==> src/hw/rtl/fms_pkg.sv <==
// ----------------------------------------------------------------------------
// Folding machine sequencer package
// Phase encodings, register indexes and fixed constants of the sequencer.
// ----------------------------------------------------------------------------
package fms_pkg;

    localparam int unsigned TIMER_W       = 12;
    localparam int unsigned LEN_TIMER_W   = 24;
    localparam int unsigned DUTY_W        = 7;
    localparam int unsigned SPEED_W       = 10;
    localparam int unsigned OFFSET_W      = 12;
    localparam int unsigned CFG_IDX_W     = 3;
    localparam int unsigned CFG_DATA_W    = 12;
    localparam int unsigned LENGTH_W      = 16;
    localparam int unsigned PROD_W        = LEN_TIMER_W + SPEED_W;
    localparam int unsigned QUOT_W        = PROD_W - 8;
    localparam int unsigned IN_DATA_W     = 8;
    localparam int unsigned OUT_DATA_W    = 56;

    // Division by 1000: shift right by three, then multiply by 2^38 / 125 rounded up.
    localparam int unsigned RECIP_SHIFT   = 38;
    localparam logic [31:0] RECIP_MULT    = 32'd2199023256;

    localparam logic [DUTY_W-1:0] HOLD_DUTY      = 7'd2;
    localparam logic [DUTY_W-1:0] L1_CREEP_DUTY  = 7'd30;
    localparam logic [DUTY_W-1:0] L2_CREEP_DUTY  = 7'd20;
    localparam logic [DUTY_W-1:0] HOME_KICK_DUTY = 7'd100;

    typedef enum logic [CFG_IDX_W-1:0] {
        REG_LOADER_DUTY = 3'd0,
        REG_LAYER1_DUTY = 3'd1,
        REG_LAYER2_DUTY = 3'd2,
        REG_PLATE_DUTY  = 3'd3,
        REG_FEED_SPEED  = 3'd4,
        REG_LEN_OFFSET  = 3'd5
    } cfg_index_t;

    typedef enum logic [1:0] {
        ACT_TICK  = 2'd0,
        ACT_START = 2'd1,
        ACT_STOP  = 2'd2,
        ACT_RESET = 2'd3
    } action_t;

    typedef enum logic [1:0] {
        LD_IDLE, LD_TO_BACK, LD_AT_BACK, LD_TO_FRONT
    } loader_phase_t;

    typedef enum logic [1:0] {
        L1_IDLE, L1_RUN, L1_CREEPING
    } layer1_phase_t;

    typedef enum logic [2:0] {
        L2_IDLE, L2_PRE, L2_FEED1, L2_PAUSE, L2_FEED2, L2_TAIL, L2_CREEPING, L2_EXIT
    } layer2_phase_t;

    typedef enum logic [1:0] {
        PL_IDLE, PL_KICK, PL_HOLD, PL_RETURN
    } plate_phase_t;

    typedef enum logic [2:0] {
        HM_IDLE, HM_L_KICK, HM_L_HOLD, HM_L_RET, HM_R_KICK, HM_R_HOLD, HM_R_RET, HM_LOADER
    } homing_phase_t;

    function automatic logic [TIMER_W-1:0] tick_down(input logic [TIMER_W-1:0] value);
        tick_down = (value != '0) ? value - 1'b1 : value;
    endfunction

    function automatic logic [DUTY_W-1:0] plate_drive(input plate_phase_t phase,
                                                      input logic [DUTY_W-1:0] kick);
        case (phase)
            PL_KICK:             plate_drive = kick;
            PL_HOLD, PL_RETURN:  plate_drive = HOLD_DUTY;
            default:             plate_drive = '0;
        endcase
    endfunction

endpackage

==> src/hw/rtl/folding_machine_sequencer.sv <==
// ----------------------------------------------------------------------------
// Folding machine sequencer
// Loader, conveyor, fold plate, length and homing sequencers, one tick a transfer.
// ----------------------------------------------------------------------------
// Channel   Direction  Payload
// s_axis    in         one sensor snapshot and button action per tick
// m_axis    out        motor duties, fold count, homing flag, garment length
// cfg       in         register writes, taken at once
//
// A transfer is accepted in every cycle while the output stage is free or taken.
// Each result is registered in the input stage, then in the sequencer update with
// the length product, the reciprocal multiply for the division by 1000, and the
// offset and saturation. A stall on m_axis holds the whole pipeline. Reset clears
// all sequencers and timers to idle and the config registers to their defaults.
// ----------------------------------------------------------------------------
module folding_machine_sequencer #(
    parameter int unsigned KICK_TICKS        = 130,
    parameter int unsigned LEFT_HOLD_TICKS   = 80,
    parameter int unsigned RIGHT_HOLD_TICKS  = 70,
    parameter int unsigned LAYER_DELAY_TICKS = 600,
    parameter int unsigned EXIT_DELAY_TICKS  = 2000
) (
    input  logic                              clk,
    input  logic                              rst_n,
    input  logic                              s_axis_tvalid,
    output logic                              s_axis_tready,
    // action, loader_front_hall, loader_rear_hall, plate_left_hall,
    // plate_right_hall, cloth_front, cloth_rear
    input  logic [fms_pkg::IN_DATA_W-1:0]     s_axis_tdata,
    output logic                              m_axis_tvalid,
    input  logic                              m_axis_tready,
    // loader_drive, loader_direction, layer1_drive, layer2_drive,
    // plate_left_drive, plate_right_drive, fold_count, reset_busy,
    // garment_length, length_valid
    output logic [fms_pkg::OUT_DATA_W-1:0]    m_axis_tdata,
    input  logic                              cfg_wr_en,
    input  logic [fms_pkg::CFG_IDX_W-1:0]     cfg_index,
    input  logic [fms_pkg::CFG_DATA_W-1:0]    cfg_wr_data
);

    localparam int unsigned TW = fms_pkg::TIMER_W;
    localparam int unsigned LW = fms_pkg::LEN_TIMER_W;
    localparam int unsigned DW = fms_pkg::DUTY_W;

    logic enable;

    logic [DW-1:0]                   loader_duty_reg, layer1_duty_reg, layer2_duty_reg;
    logic [DW-1:0]                   plate_duty_reg;
    logic [fms_pkg::SPEED_W-1:0]     feed_speed_reg;
    logic [fms_pkg::OFFSET_W-1:0]    length_offset_reg;

    logic                            s0_valid_reg;
    logic [fms_pkg::IN_DATA_W-1:0]   s0_data_reg;

    fms_pkg::loader_phase_t  loader_phase_reg, loader_phase_next;
    fms_pkg::layer1_phase_t  layer1_phase_reg, layer1_phase_next;
    fms_pkg::layer2_phase_t  layer2_phase_reg, layer2_phase_next;
    fms_pkg::plate_phase_t   plate_left_reg, plate_left_next;
    fms_pkg::plate_phase_t   plate_right_reg, plate_right_next;
    fms_pkg::homing_phase_t  homing_phase_reg, homing_phase_next;
    logic [1:0]              plates_returned_reg, plates_returned_next;
    logic [1:0]              fold_strokes_reg, fold_strokes_next;
    logic                    machine_ready_reg, machine_ready_next;
    logic                    length_phase_reg, length_phase_next;
    logic [LW-1:0]           length_ticks_reg, length_ticks_next;
    logic [TW-1:0]           timer_reg [4];
    logic [TW-1:0]           timer_next [4];

    logic [DW-1:0]           ld_drive, l1_drive, l2_drive, pl_drive, pr_drive;
    logic                    ld_dir, len_done;
    logic [LW-1:0]           len_ticks;

    logic                          s1_valid_reg, s2_valid_reg, out_valid_reg;
    logic [38:0]                   s1_out_reg, s2_out_reg;
    logic                          s1_len_reg, s2_len_reg;
    logic [fms_pkg::PROD_W-1:0]    s1_prod_reg;
    logic [fms_pkg::QUOT_W-1:0]    s2_quot_reg;
    logic [63:0]                   recip_prod;
    logic [fms_pkg::QUOT_W:0]      len_sum;
    logic [fms_pkg::LENGTH_W-1:0]  len_sat;
    logic [fms_pkg::LENGTH_W-1:0]  last_length_reg;
    logic [fms_pkg::OUT_DATA_W-1:0] out_data_reg;

    assign enable        = !out_valid_reg || m_axis_tready;
    assign s_axis_tready = enable;
    assign m_axis_tvalid = out_valid_reg;
    assign m_axis_tdata  = out_data_reg;

    always_comb
    begin
        logic [1:0]    action;
        logic          fhall, rhall, lhall, rthall, fphoto, rphoto;
        logic [TW-1:0] d;

        d      = '0;
        action = s0_data_reg[1:0];
        fhall  = s0_data_reg[2];
        rhall  = s0_data_reg[3];
        lhall  = s0_data_reg[4];
        rthall = s0_data_reg[5];
        fphoto = s0_data_reg[6];
        rphoto = s0_data_reg[7];

        loader_phase_next    = loader_phase_reg;
        layer1_phase_next    = layer1_phase_reg;
        layer2_phase_next    = layer2_phase_reg;
        plate_left_next      = plate_left_reg;
        plate_right_next     = plate_right_reg;
        homing_phase_next    = homing_phase_reg;
        plates_returned_next = plates_returned_reg;
        fold_strokes_next    = fold_strokes_reg;
        machine_ready_next   = machine_ready_reg;
        length_phase_next    = length_phase_reg;
        length_ticks_next    = length_ticks_reg;
        for (int i = 0; i < 4; i++)
        begin
            timer_next[i] = timer_reg[i];
        end
        len_done = 1'b0;

        case (homing_phase_next)
            fms_pkg::HM_L_KICK:
            begin
                d = fms_pkg::tick_down(timer_next[3]);
                timer_next[3] = d;
                if (d == '0)
                begin
                    homing_phase_next = fms_pkg::HM_L_HOLD;
                    timer_next[3] = TW'(LEFT_HOLD_TICKS);
                end
            end
            fms_pkg::HM_L_HOLD:
            begin
                d = fms_pkg::tick_down(timer_next[3]);
                timer_next[3] = d;
                if (d == '0)
                begin
                    homing_phase_next = fms_pkg::HM_L_RET;
                end
            end
            fms_pkg::HM_L_RET:
            begin
                if (!lhall)
                begin
                    homing_phase_next = fms_pkg::HM_R_KICK;
                    timer_next[3] = TW'(KICK_TICKS);
                end
            end
            fms_pkg::HM_R_KICK:
            begin
                d = fms_pkg::tick_down(timer_next[3]);
                timer_next[3] = d;
                if (d == '0)
                begin
                    homing_phase_next = fms_pkg::HM_R_HOLD;
                    timer_next[3] = TW'(RIGHT_HOLD_TICKS);
                end
            end
            fms_pkg::HM_R_HOLD:
            begin
                d = fms_pkg::tick_down(timer_next[3]);
                timer_next[3] = d;
                if (d == '0)
                begin
                    homing_phase_next = fms_pkg::HM_R_RET;
                end
            end
            fms_pkg::HM_R_RET:
            begin
                if (!rthall)
                begin
                    homing_phase_next = fms_pkg::HM_LOADER;
                end
            end
            fms_pkg::HM_LOADER:
            begin
                if (!fhall)
                begin
                    loader_phase_next  = fms_pkg::LD_IDLE;
                    homing_phase_next  = fms_pkg::HM_IDLE;
                    machine_ready_next = 1'b1;
                end
            end
            default:
            begin
                homing_phase_next = fms_pkg::HM_IDLE;
            end
        endcase

        case (plate_left_next)
            fms_pkg::PL_KICK:
            begin
                d = fms_pkg::tick_down(timer_next[1]);
                timer_next[1] = d;
                if (d == '0)
                begin
                    plate_left_next = fms_pkg::PL_HOLD;
                    timer_next[1] = TW'(LEFT_HOLD_TICKS);
                end
            end
            fms_pkg::PL_HOLD:
            begin
                d = fms_pkg::tick_down(timer_next[1]);
                timer_next[1] = d;
                if (d == '0)
                begin
                    plate_left_next = fms_pkg::PL_RETURN;
                end
            end
            fms_pkg::PL_RETURN:
            begin
                if (!lhall)
                begin
                    if (plates_returned_next != 2'd3)
                    begin
                        plates_returned_next = plates_returned_next + 2'd1;
                    end
                    plate_left_next = fms_pkg::PL_IDLE;
                end
            end
            default:
            begin
                plate_left_next = fms_pkg::PL_IDLE;
            end
        endcase

        case (plate_right_next)
            fms_pkg::PL_KICK:
            begin
                d = fms_pkg::tick_down(timer_next[2]);
                timer_next[2] = d;
                if (d == '0)
                begin
                    plate_right_next = fms_pkg::PL_HOLD;
                    timer_next[2] = TW'(RIGHT_HOLD_TICKS);
                end
            end
            fms_pkg::PL_HOLD:
            begin
                d = fms_pkg::tick_down(timer_next[2]);
                timer_next[2] = d;
                if (d == '0)
                begin
                    plate_right_next = fms_pkg::PL_RETURN;
                end
            end
            fms_pkg::PL_RETURN:
            begin
                if (!rthall)
                begin
                    if (plates_returned_next != 2'd3)
                    begin
                        plates_returned_next = plates_returned_next + 2'd1;
                    end
                    plate_right_next = fms_pkg::PL_IDLE;
                end
            end
            default:
            begin
                plate_right_next = fms_pkg::PL_IDLE;
            end
        endcase

        if (length_phase_next)
        begin
            if (length_ticks_next != '1)
            begin
                length_ticks_next = length_ticks_next + 1'b1;
            end
            if (rphoto)
            begin
                len_done          = 1'b1;
                length_phase_next = 1'b0;
            end
        end
        len_ticks = length_ticks_next;

        case (layer2_phase_next)
            fms_pkg::L2_IDLE:
            begin
                if (layer1_phase_next == fms_pkg::L1_RUN)
                begin
                    layer2_phase_next = fms_pkg::L2_PRE;
                    timer_next[0] = TW'(LAYER_DELAY_TICKS);
                end
            end
            fms_pkg::L2_PRE:
            begin
                d = fms_pkg::tick_down(timer_next[0]);
                timer_next[0] = d;
                if (d == '0)
                begin
                    layer2_phase_next = fms_pkg::L2_FEED1;
                end
            end
            fms_pkg::L2_FEED1:
            begin
                if (fphoto)
                begin
                    plate_left_next   = fms_pkg::PL_KICK;
                    plate_right_next  = fms_pkg::PL_KICK;
                    timer_next[1]     = TW'(KICK_TICKS);
                    timer_next[2]     = TW'(KICK_TICKS);
                    layer2_phase_next = fms_pkg::L2_PAUSE;
                    fold_strokes_next = 2'd1;
                end
            end
            fms_pkg::L2_PAUSE:
            begin
                if (plates_returned_next >= 2'd2)
                begin
                    plates_returned_next = 2'd0;
                    if (fold_strokes_next == 2'd1)
                    begin
                        length_phase_next = 1'b1;
                        length_ticks_next = '0;
                        layer2_phase_next = fms_pkg::L2_FEED2;
                    end
                    else if (fold_strokes_next == 2'd2)
                    begin
                        layer2_phase_next = fms_pkg::L2_CREEPING;
                    end
                    else
                    begin
                        layer2_phase_next = fms_pkg::L2_IDLE;
                    end
                end
            end
            fms_pkg::L2_FEED2:
            begin
                if (rphoto)
                begin
                    layer2_phase_next = fms_pkg::L2_TAIL;
                    timer_next[0] = TW'(LAYER_DELAY_TICKS);
                end
            end
            fms_pkg::L2_TAIL:
            begin
                d = fms_pkg::tick_down(timer_next[0]);
                timer_next[0] = d;
                if (d == '0)
                begin
                    plate_left_next   = fms_pkg::PL_KICK;
                    plate_right_next  = fms_pkg::PL_KICK;
                    timer_next[1]     = TW'(KICK_TICKS);
                    timer_next[2]     = TW'(KICK_TICKS);
                    layer2_phase_next = fms_pkg::L2_PAUSE;
                    fold_strokes_next = 2'd2;
                end
            end
            fms_pkg::L2_CREEPING:
            begin
                if (!fphoto)
                begin
                    layer2_phase_next = fms_pkg::L2_EXIT;
                    timer_next[0] = TW'(EXIT_DELAY_TICKS);
                end
            end
            default:
            begin
                d = fms_pkg::tick_down(timer_next[0]);
                timer_next[0] = d;
                if (d == '0)
                begin
                    layer2_phase_next = fms_pkg::L2_IDLE;
                    fold_strokes_next = 2'd0;
                end
            end
        endcase

        case (layer1_phase_next)
            fms_pkg::L1_IDLE:
            begin
                if (!rhall && machine_ready_next && loader_phase_next == fms_pkg::LD_AT_BACK)
                begin
                    layer1_phase_next  = fms_pkg::L1_RUN;
                    machine_ready_next = 1'b0;
                end
            end
            fms_pkg::L1_RUN:
            begin
                if (!rphoto)
                begin
                    layer1_phase_next = fms_pkg::L1_CREEPING;
                end
            end
            fms_pkg::L1_CREEPING:
            begin
                if (fold_strokes_next == 2'd2)
                begin
                    layer1_phase_next = fms_pkg::L1_IDLE;
                end
            end
            default:
            begin
                layer1_phase_next = fms_pkg::L1_IDLE;
            end
        endcase

        case (loader_phase_next)
            fms_pkg::LD_TO_BACK:
            begin
                if (!rhall)
                begin
                    loader_phase_next = fms_pkg::LD_AT_BACK;
                end
            end
            fms_pkg::LD_AT_BACK:
            begin
                if (fphoto)
                begin
                    loader_phase_next = fms_pkg::LD_TO_FRONT;
                end
            end
            fms_pkg::LD_TO_FRONT:
            begin
                if (!fhall)
                begin
                    loader_phase_next  = fms_pkg::LD_IDLE;
                    machine_ready_next = 1'b1;
                end
            end
            default:
            begin
                loader_phase_next = fms_pkg::LD_IDLE;
            end
        endcase

        case (action)
            fms_pkg::ACT_START:
            begin
                if (machine_ready_next && loader_phase_next == fms_pkg::LD_IDLE)
                begin
                    loader_phase_next = fms_pkg::LD_TO_BACK;
                end
            end
            fms_pkg::ACT_STOP:
            begin
                loader_phase_next    = fms_pkg::LD_IDLE;
                layer1_phase_next    = fms_pkg::L1_IDLE;
                layer2_phase_next    = fms_pkg::L2_IDLE;
                plate_left_next      = fms_pkg::PL_IDLE;
                plate_right_next     = fms_pkg::PL_IDLE;
                plates_returned_next = 2'd0;
                fold_strokes_next    = 2'd0;
                machine_ready_next   = 1'b0;
                length_phase_next    = 1'b0;
                length_ticks_next    = '0;
                homing_phase_next    = fms_pkg::HM_IDLE;
                for (int i = 0; i < 4; i++)
                begin
                    timer_next[i] = '0;
                end
            end
            fms_pkg::ACT_RESET:
            begin
                homing_phase_next = fms_pkg::HM_L_KICK;
                timer_next[3]     = TW'(KICK_TICKS);
            end
            default:
            begin
            end
        endcase

        ld_drive = (loader_phase_next == fms_pkg::LD_TO_BACK ||
                    loader_phase_next == fms_pkg::LD_TO_FRONT) ? loader_duty_reg : '0;
        ld_dir   = !(loader_phase_next == fms_pkg::LD_TO_BACK ||
                     loader_phase_next == fms_pkg::LD_AT_BACK);
        if (homing_phase_next == fms_pkg::HM_LOADER)
        begin
            ld_drive = fhall ? loader_duty_reg : '0;
            ld_dir   = 1'b1;
        end

        case (layer1_phase_next)
            fms_pkg::L1_RUN:      l1_drive = layer1_duty_reg;
            fms_pkg::L1_CREEPING: l1_drive = fms_pkg::L1_CREEP_DUTY;
            default:              l1_drive = '0;
        endcase

        case (layer2_phase_next)
            fms_pkg::L2_FEED1, fms_pkg::L2_FEED2, fms_pkg::L2_TAIL:
                l2_drive = layer2_duty_reg;
            fms_pkg::L2_CREEPING, fms_pkg::L2_EXIT:
                l2_drive = fms_pkg::L2_CREEP_DUTY;
            default:
                l2_drive = '0;
        endcase

        pl_drive = fms_pkg::plate_drive(plate_left_next, plate_duty_reg);
        pr_drive = fms_pkg::plate_drive(plate_right_next, plate_duty_reg);
        if (homing_phase_next == fms_pkg::HM_L_KICK)
        begin
            pl_drive = fms_pkg::HOME_KICK_DUTY;
        end
        else if (homing_phase_next == fms_pkg::HM_L_HOLD ||
                 homing_phase_next == fms_pkg::HM_L_RET)
        begin
            pl_drive = fms_pkg::HOLD_DUTY;
        end
        if (homing_phase_next == fms_pkg::HM_R_KICK)
        begin
            pr_drive = fms_pkg::HOME_KICK_DUTY;
        end
        else if (homing_phase_next == fms_pkg::HM_R_HOLD ||
                 homing_phase_next == fms_pkg::HM_R_RET)
        begin
            pr_drive = fms_pkg::HOLD_DUTY;
        end
    end

    assign recip_prod = 64'(s1_prod_reg[fms_pkg::PROD_W-1:3]) * 64'(fms_pkg::RECIP_MULT);
    assign len_sum    = (fms_pkg::QUOT_W+1)'(s2_quot_reg) +
                        (fms_pkg::QUOT_W+1)'(length_offset_reg);
    assign len_sat    = (len_sum > (fms_pkg::QUOT_W+1)'(16'hFFFF)) ? 16'hFFFF
                                                                  : len_sum[15:0];

    always_ff @(posedge clk or negedge rst_n)
    begin
        if (!rst_n)
        begin
            loader_duty_reg   <= 7'd70;
            layer1_duty_reg   <= 7'd100;
            layer2_duty_reg   <= 7'd100;
            plate_duty_reg    <= 7'd100;
            feed_speed_reg    <= 10'd250;
            length_offset_reg <= 12'd450;
        end
        else if (cfg_wr_en)
        begin
            case (cfg_index)
                fms_pkg::REG_LOADER_DUTY: loader_duty_reg   <= cfg_wr_data[DW-1:0];
                fms_pkg::REG_LAYER1_DUTY: layer1_duty_reg   <= cfg_wr_data[DW-1:0];
                fms_pkg::REG_LAYER2_DUTY: layer2_duty_reg   <= cfg_wr_data[DW-1:0];
                fms_pkg::REG_PLATE_DUTY:  plate_duty_reg    <= cfg_wr_data[DW-1:0];
                fms_pkg::REG_FEED_SPEED:  feed_speed_reg    <= cfg_wr_data[9:0];
                fms_pkg::REG_LEN_OFFSET:  length_offset_reg <= cfg_wr_data[11:0];
                default:
                begin
                end
            endcase
        end
    end

    always_ff @(posedge clk or negedge rst_n)
    begin
        if (!rst_n)
        begin
            s0_valid_reg        <= 1'b0;
            s1_valid_reg        <= 1'b0;
            s2_valid_reg        <= 1'b0;
            out_valid_reg       <= 1'b0;
            loader_phase_reg    <= fms_pkg::LD_IDLE;
            layer1_phase_reg    <= fms_pkg::L1_IDLE;
            layer2_phase_reg    <= fms_pkg::L2_IDLE;
            plate_left_reg      <= fms_pkg::PL_IDLE;
            plate_right_reg     <= fms_pkg::PL_IDLE;
            homing_phase_reg    <= fms_pkg::HM_IDLE;
            plates_returned_reg <= 2'd0;
            fold_strokes_reg    <= 2'd0;
            machine_ready_reg   <= 1'b0;
            length_phase_reg    <= 1'b0;
            length_ticks_reg    <= '0;
            last_length_reg     <= '0;
            for (int i = 0; i < 4; i++)
            begin
                timer_reg[i] <= '0;
            end
        end
        else if (enable)
        begin
            s0_valid_reg  <= s_axis_tvalid;
            s1_valid_reg  <= s0_valid_reg;
            s2_valid_reg  <= s1_valid_reg;
            out_valid_reg <= s2_valid_reg;
            if (s0_valid_reg)
            begin
                loader_phase_reg    <= loader_phase_next;
                layer1_phase_reg    <= layer1_phase_next;
                layer2_phase_reg    <= layer2_phase_next;
                plate_left_reg      <= plate_left_next;
                plate_right_reg     <= plate_right_next;
                homing_phase_reg    <= homing_phase_next;
                plates_returned_reg <= plates_returned_next;
                fold_strokes_reg    <= fold_strokes_next;
                machine_ready_reg   <= machine_ready_next;
                length_phase_reg    <= length_phase_next;
                length_ticks_reg    <= length_ticks_next;
                for (int i = 0; i < 4; i++)
                begin
                    timer_reg[i] <= timer_next[i];
                end
            end
            if (s2_valid_reg && s2_len_reg)
            begin
                last_length_reg <= len_sat;
            end
        end
    end

    always_ff @(posedge clk)
    begin
        if (enable)
        begin
            s0_data_reg <= s_axis_tdata;
            s1_out_reg  <= {homing_phase_next != fms_pkg::HM_IDLE, fold_strokes_next,
                            pr_drive, pl_drive, l2_drive, l1_drive, ld_dir, ld_drive};
            s1_len_reg  <= len_done;
            s1_prod_reg <= fms_pkg::PROD_W'(len_ticks) *
                           fms_pkg::PROD_W'(feed_speed_reg);
            s2_out_reg  <= s1_out_reg;
            s2_len_reg  <= s1_len_reg;
            s2_quot_reg <= recip_prod[fms_pkg::RECIP_SHIFT +: fms_pkg::QUOT_W];
            out_data_reg <= {s2_len_reg, (s2_len_reg ? len_sat : last_length_reg),
                             s2_out_reg};
        end
    end

endmodule
==> config.mk <==
export PLATFORM = sky130hd
export DESIGN_NAME = folding_machine_sequencer
export DESIGN_NICKNAME = d
export VERILOG_FILES = /design/src/hw/rtl/fms_pkg.sv /design/src/hw/rtl/folding_machine_sequencer.sv
export SDC_FILE = /design/constraint.sdc
export NUM_CORES = 2
export LEC_CHECK = 0
export ABC_CLOCK_PERIOD_IN_PS = 10950
export BUFFER_PORTS_ARGS = -buffer_cell sky130_fd_sc_hd__buf_2
export CAP_MARGIN = 20
export CORE_UTILIZATION = 65
export DETAILED_ROUTE_END_ITERATION = 12
export HOLD_SLACK_MARGIN = 0.12
export MAX_ROUTING_LAYER = met4
export PLACE_DENSITY = 0.82
export SLEW_MARGIN = 20
export SYNTH_ARGS = -nofsm -noshare
export SYNTH_HDL_FRONTEND = slang
export SYNTH_SLANG_ARGS = --single-unit
export TNS_END_PERCENT = 20
==> constraint.sdc <==
create_clock -name clk -period 10.95 [get_ports clk]
set_input_delay 1.095 -clock clk [delete_from_list [all_inputs] [get_ports clk]]
set_output_delay 1.095 -clock clk [all_outputs]
set_load 0.01 [all_outputs]
Word level (Yosys, flattened, before mapping) --
Cells that the tools add are included.
Word-level totals: bits in registers 365, output and inout bits 58, word-level logic and storage cells 278
Operators by class: $add $sub $neg 8, multipliers 2, order comparisons 2, eq/ne operators 66, muxes and demuxes 116, reductions and logical operators 45
Operators with widths (number):
- $mux 24 | 8
- $mux 12 | 12
- $pmux 12 s4 | 2
- $pmux 12 s2 | 3
- $mux 2 | 35
- $mul 31x29->60 const B | 1
- $pmux 7 s2 | 4
- $mux 3 | 18
- $eq 3x3->1 const B | 17
- $logic_not 12->1 | 4
- $pmux 24 s2 | 1
- $reduce_bool 12->1 | 4
- $sub 12x1->12 const B | 4
- $pmux 3 s7 | 2
- $eq 2x2->1 const B | 18
- $mux 36 | 1
- $mux 7 | 5
- $mul 24x10->34 | 1
- $mux 16 | 2
- $pmux 2 s3 | 5
- $eq 3x2->1 const B | 9
- $add 25x12->26 | 1
- $gt 26x16->1 const B | 1
- $add 24x1->24 const B | 1
- other kinds (25) | 80

Logic depth before layout (Yosys ltp) --
depth in word-level cells 15, depth in mapped cells 31

Least setup slack after synthesis --
No wires, ideal clock.
kind input to register, from input m_axis_tready, to register timer_reg[47] (netlist bit), setup time 110 ps, arrival time 8748 ps, data required time 10840 ps, path slack 2091 ps, stages 10, cells stage by stage nand2b_1 -> clkbuf_1 -> nand2_1 -> nor2_1 -> nand2_1 -> or2_2 -> clkbuf_1 -> a21oi_1 -> o21ai_0 -> o41ai_1
Between the ends: word-level cells in the longest chain between the ends 2
Ends and longest elaborated chain:
- start: declaration | line folding_machine_sequencer.sv:31 | input logic m_axis_tready,
- $logic_or 1x1->1 | line folding_machine_sequencer.sv:84 | assign enable = !out_valid_reg || m_axis_tready;
- via s_axis_tready | line folding_machine_sequencer.sv:26 | output logic s_axis_tready,
- $reduce_and 6->1 (no source line)
- end signal: indexed assignment | line folding_machine_sequencer.sv:591 | timer_reg[i] <= timer_next[i];
- end: declaration | line folding_machine_sequencer.sv:66 | logic [TW-1:0] timer_reg [4];
The timed path passes the listed nets, and every way through them passes these cells. A chain may end at the register's enable or synchronous reset.

Worst setup path in the final report --
from register length_ticks_reg[6], to register s1_prod_reg[30] (netlist bit), data pin
Between the ends: word-level cells in the longest chain between the ends 4, elaborated cells between the ends (all ways) 5, classes of those cells add/sub (1); mul (1); eq/ne (1); mux (2)
Ends and longest elaborated chain:
- start: declaration | line folding_machine_sequencer.sv:65 | logic [LW-1:0] length_ticks_reg, length_ticks_next;
- start signal: assignment | line folding_machine_sequencer.sv:588 | length_ticks_reg <= length_ticks_next;
- $add 24x1->24 or $ne 24x24->1 (tied branches) | line folding_machine_sequencer.sv:268, folding_machine_sequencer.sv:266
- $mux 24 | line folding_machine_sequencer.sv:266 | if (length_ticks_next != '1)
- $mux 24 * | line folding_machine_sequencer.sv:264 | if (length_phase_next)
- $mul 24x10->34 * | line folding_machine_sequencer.sv:609 | s1_prod_reg <= fms_pkg::PROD_W'(len_ticks) *
- end signal: assignment | line folding_machine_sequencer.sv:609
- end: declaration | line folding_machine_sequencer.sv:76 | logic [fms_pkg::PROD_W-1:0] s1_prod_reg;
Mark *: on every way between the ends. The rest lies on a longest branch, timed or not.

==> results <==
- STA classifies the critical path endpoint as a flip-flop.
- The count of final hold-check violations is 0.
- Once the floorplan was initialized, standard cells occupied approximately 66% of the core.
- The count of standard-cell rows is 88.
- The path class of the tightest hold or removal check is reg2reg.
- Data arrives at the worst endpoint at 8.91 ns.
- The first-pass GRT wire length is ~150 mm.
- In the global route stage, overall resource usage came out at 32.00%.
- The H-tree generated during clock tree synthesis spans 2 levels.
- The worst-path maximum fanout is 10.
- The chip width is 245.8 µm.
- The type of element launching the critical path is a flip-flop.
- The number of buffers inserted to repair setup after CTS is 0.
- The reg-to-reg critical path startpoint is length_ticks_reg[6].
- The core region is between 50,000 and 60,000 µm².
- The worst-case setup margin in the final layout is ~2.4 ns.
- The summed instance area of the synthesized netlist is 38,620 µm².
- The net count of the mapped netlist is roughly 4,800.
- The final hold slack is just over 0.4 ns.
- Averaged over all synthesized cells, the footprint is just over 10 µm².
- The sequential fraction of the synthesis area is a little over a quarter.
- By area the synthesized netlist is led by sky130_fd_sc_hd__fa_1, sky130_fd_sc_hd__ha_1, sky130_fd_sc_hd__edfxtp_1, sky130_fd_sc_hd__dfrtp_1, sky130_fd_sc_hd__inv_1.
- The yosys synthesis warning count is 0.
- After synthesis the netlist holds a flip-flop and latch count of 362.
- The routed wire length is 90.83 mm.
- The largest individual stage delay along the critical path comes from the cell sky130_fd_sc_hd__fa_1.
- The run finished with clean final reports.
- The minimum setup slack after placement is roughly 2.5 ns.
- The smallest clock period supported by the final layout is computed as around 8.6 ns.
- The worst pin sits at a relative slew slack of 24.16%.
- Setup repair after global routing left no endpoint under its margin.
- The accumulated negative setup slack is 0 ns.
- The final net count is roughly 4,800.
- At the pin with the least slew margin, the transition time is ~1.1 ns.
- The synthesized design spends more area on one cell type than any other, namely sky130_fd_sc_hd__fa_1.
- The CTS root buffer is sky130_fd_sc_hd__clkbuf_16.
- The total of fill cells in the finished design is between 4,000 and 5,000.
- For this run, asynchronously set or reset flops after synthesis account for 44.75%.
- After the first detailed-routing iteration, the DRC count stood at roughly 2,100.
- The clock buffer count from CTS is 38.
- The library cell used most frequently in the layout, excluding fill and tap cells, is sky130_fd_sc_hd__inv_1.
- The via density per instance is ~6.0.
- The synthesized instance count is approximately 3,800.
- During I/O placement, the number of pins put on the boundary was 86.
- The number of hold-repair buffers added at the cts stage is 0.
- The die covers 60,400 µm².
- The critical path class is reg2reg.
- The most critical setup path has its startpoint at length_ticks_reg[6].
- The share of synthesized area in the top cell type comes to a little under a quarter.
- The total clock sinks is 362.
- The most common flop cell mapped by yosys is sky130_fd_sc_hd__edfxtp_1.
- The routability congestion estimate from global placement is 1.001.
- After detailed routing, the average wire length per cell comes to 19.67 µm.
- For the worst flop-to-flop path, the logic depth is 25.
- For this run, design rule violations remaining after detail routing come to 0.
- Post-CTS repair changed the size of 0 cells.
- Global routing finished with a remaining overflow of 0.
- The later pin in the worst-skew pair is clocked with a latency of between 0.5 and 0.6 ns.
- The number of flip-flops in the largest register is 56.
- The synthesized design contains 200 enable-type register cells.
- The clock transition at the registers of the reported paths is about 0.070 ns.
- TritonCTS built the clock tree.
- For the worst setup path, the data required time is between 10 and 15 ns.
- The reg-to-reg critical path endpoint is s1_prod_reg[30].
- The number of buffers added on ports is 85.
- In this run the remaining antenna-violating nets after routing total 0.
- The die is approximately 250 µm tall.
- The first-pass detailed-route iteration total is 6.
- Setup violations remaining at the end of the flow were counted as 0.
- No sink is reached through more buffers than the 3 on the longest clock path.
- The number of global-route vias before repair is around 29,000.
- The final count of pins violating max slew is 0.
- The fraction of the core area covered by cells at the end of the flow is a little over two thirds.
- Leaving out fill and tap cells, the most frequent cells in the layout are sky130_fd_sc_hd__inv_1, sky130_fd_sc_hd__ha_1, sky130_fd_sc_hd__fa_1.
- Summing over every cut layer, the via total after detailed routing is 27,670.
- Across the run, the number of max-cap violations was 0.
- The clock arrives with 0.02192 ns of skew.
- The estimated wirelength of the detail-placed design is about 70 mm.
- The most critical setup path has its endpoint at s1_prod_reg[30].
- The largest single stage delay on the critical path is ~0.56 ns.
- Compared with the post-synthesis result, the final layout area differs by 6.353%.
- In this run the register-to-register setup slack is 2.36 ns.
- The cell occurring most often along the worst timing path is sky130_fd_sc_hd__fa_1.
- Cells with a size suffix above 1 make up under 10% of the layout.
- The largest net degree at the start of global routing is between 100 and 150.
- The final period utilization is roughly 78%.
- The highest clock rate is about 120 MHz.
- After synthesis, the netlist uses 97 different library cells.
- The initial antenna violation count was 2.
logic make-up (layout without fill, tap and decap cells):
group	after synthesis	in the layout	share of synthesized area, %
adder cells (fa/ha/maj)	945	945	39.59
AND/OR/NAND/NOR	883	883	11.71
buffers and inverters	828	900	8.173
AO/OA/AOI/OAI	595	595	10.15
flip-flops	362	362	26.12
XOR/XNOR	99	99	2.245
multiplexers	68	68	2.018
other	0	1	0
worst max-delay path, delay by kind of cell, from the launching register on:
family	cells	cell delay, ns
fa+ha+maj	6	2.88
compound gates	7	2.14
simple gates	7	2.07
xor+xnor	2	0.63
flops	1	0.44
buf+inv	3	0.16
metal layers:
| metal | vias to the layer above | routed length (µm) | share of wire, % | global-route usage [%] |
|---|---|---|---|---|
| li1 | 12690 | - | - | - |
| met2 | 999 | 42740 | 47 | 50.03 |
| met4 | 0 | 3036 | 3.3 | 10.49 |
| met3 | 198 | 6636 | 7.3 | 4.944 |
| met5 | - | 0 | 0 | - |
| met1 | 13790 | 38420 | 42 | 42.92 |
metrics by stage:
step	cells	cell area [µm²]
2_1_floorplan	3780	38620
3_3_place_gp	4546	39750
3_5_place_dp	4546	39760
4_1_cts	4615	41030
5_1_grt	4618	41080
6_report	4618	41080
cells in the mapped netlist, drive strengths merged, types with 24 or more instances:
master	n
o21ai	140
nand2b	31
a21oi	148
clkbuf	87
nand2	267
fa	462
nor2b	46
and3	25
xor2	32
nor2	155
a21o	62
a31oi	57
dfrtp	140
nand4	28
xnor2	67
nor3	52
inv	725
and2	134
edfxtp	200
nor4	24
ha	482
nand3	49
mux2	59
area by class of cell:
type,instances,area (µm²),share of cell area (%)
multi-input cells,2590,25430,61.91
flip-flops and latches,362,10090,24.56
inverters,726,2725,6.634
clock buffers,44,983.4,2.394
well taps,765,957.2,2.330
repair buffers,105,605.6,1.474
clock inverters,25,286.5,0.6976
diodes,1,2.502,0.006092
worst min-delay path by stage:
| stage | start | endpoint | depth (start not counted) |
|---|---|---|---|
| 2_1_floorplan | s2_out_reg[0] | m_axis_tdata[0] | 0 |
| 3_3_place_gp | s2_out_reg[35] | m_axis_tdata[35] | 0 |
| 3_5_place_dp | s2_out_reg[15] | m_axis_tdata[15] | 0 |
| 4_1_cts | s1_out_reg[27] | s2_out_reg[27] | 0 |
| 5_1_grt | s1_out_reg[12] | s2_out_reg[12] | 0 |
| 6_report | s1_out_reg[27] | s2_out_reg[27] | 0 |
Power is not shown: default switching activity piles up to over one toggle a cycle in this logic, so the estimate is an artifact.
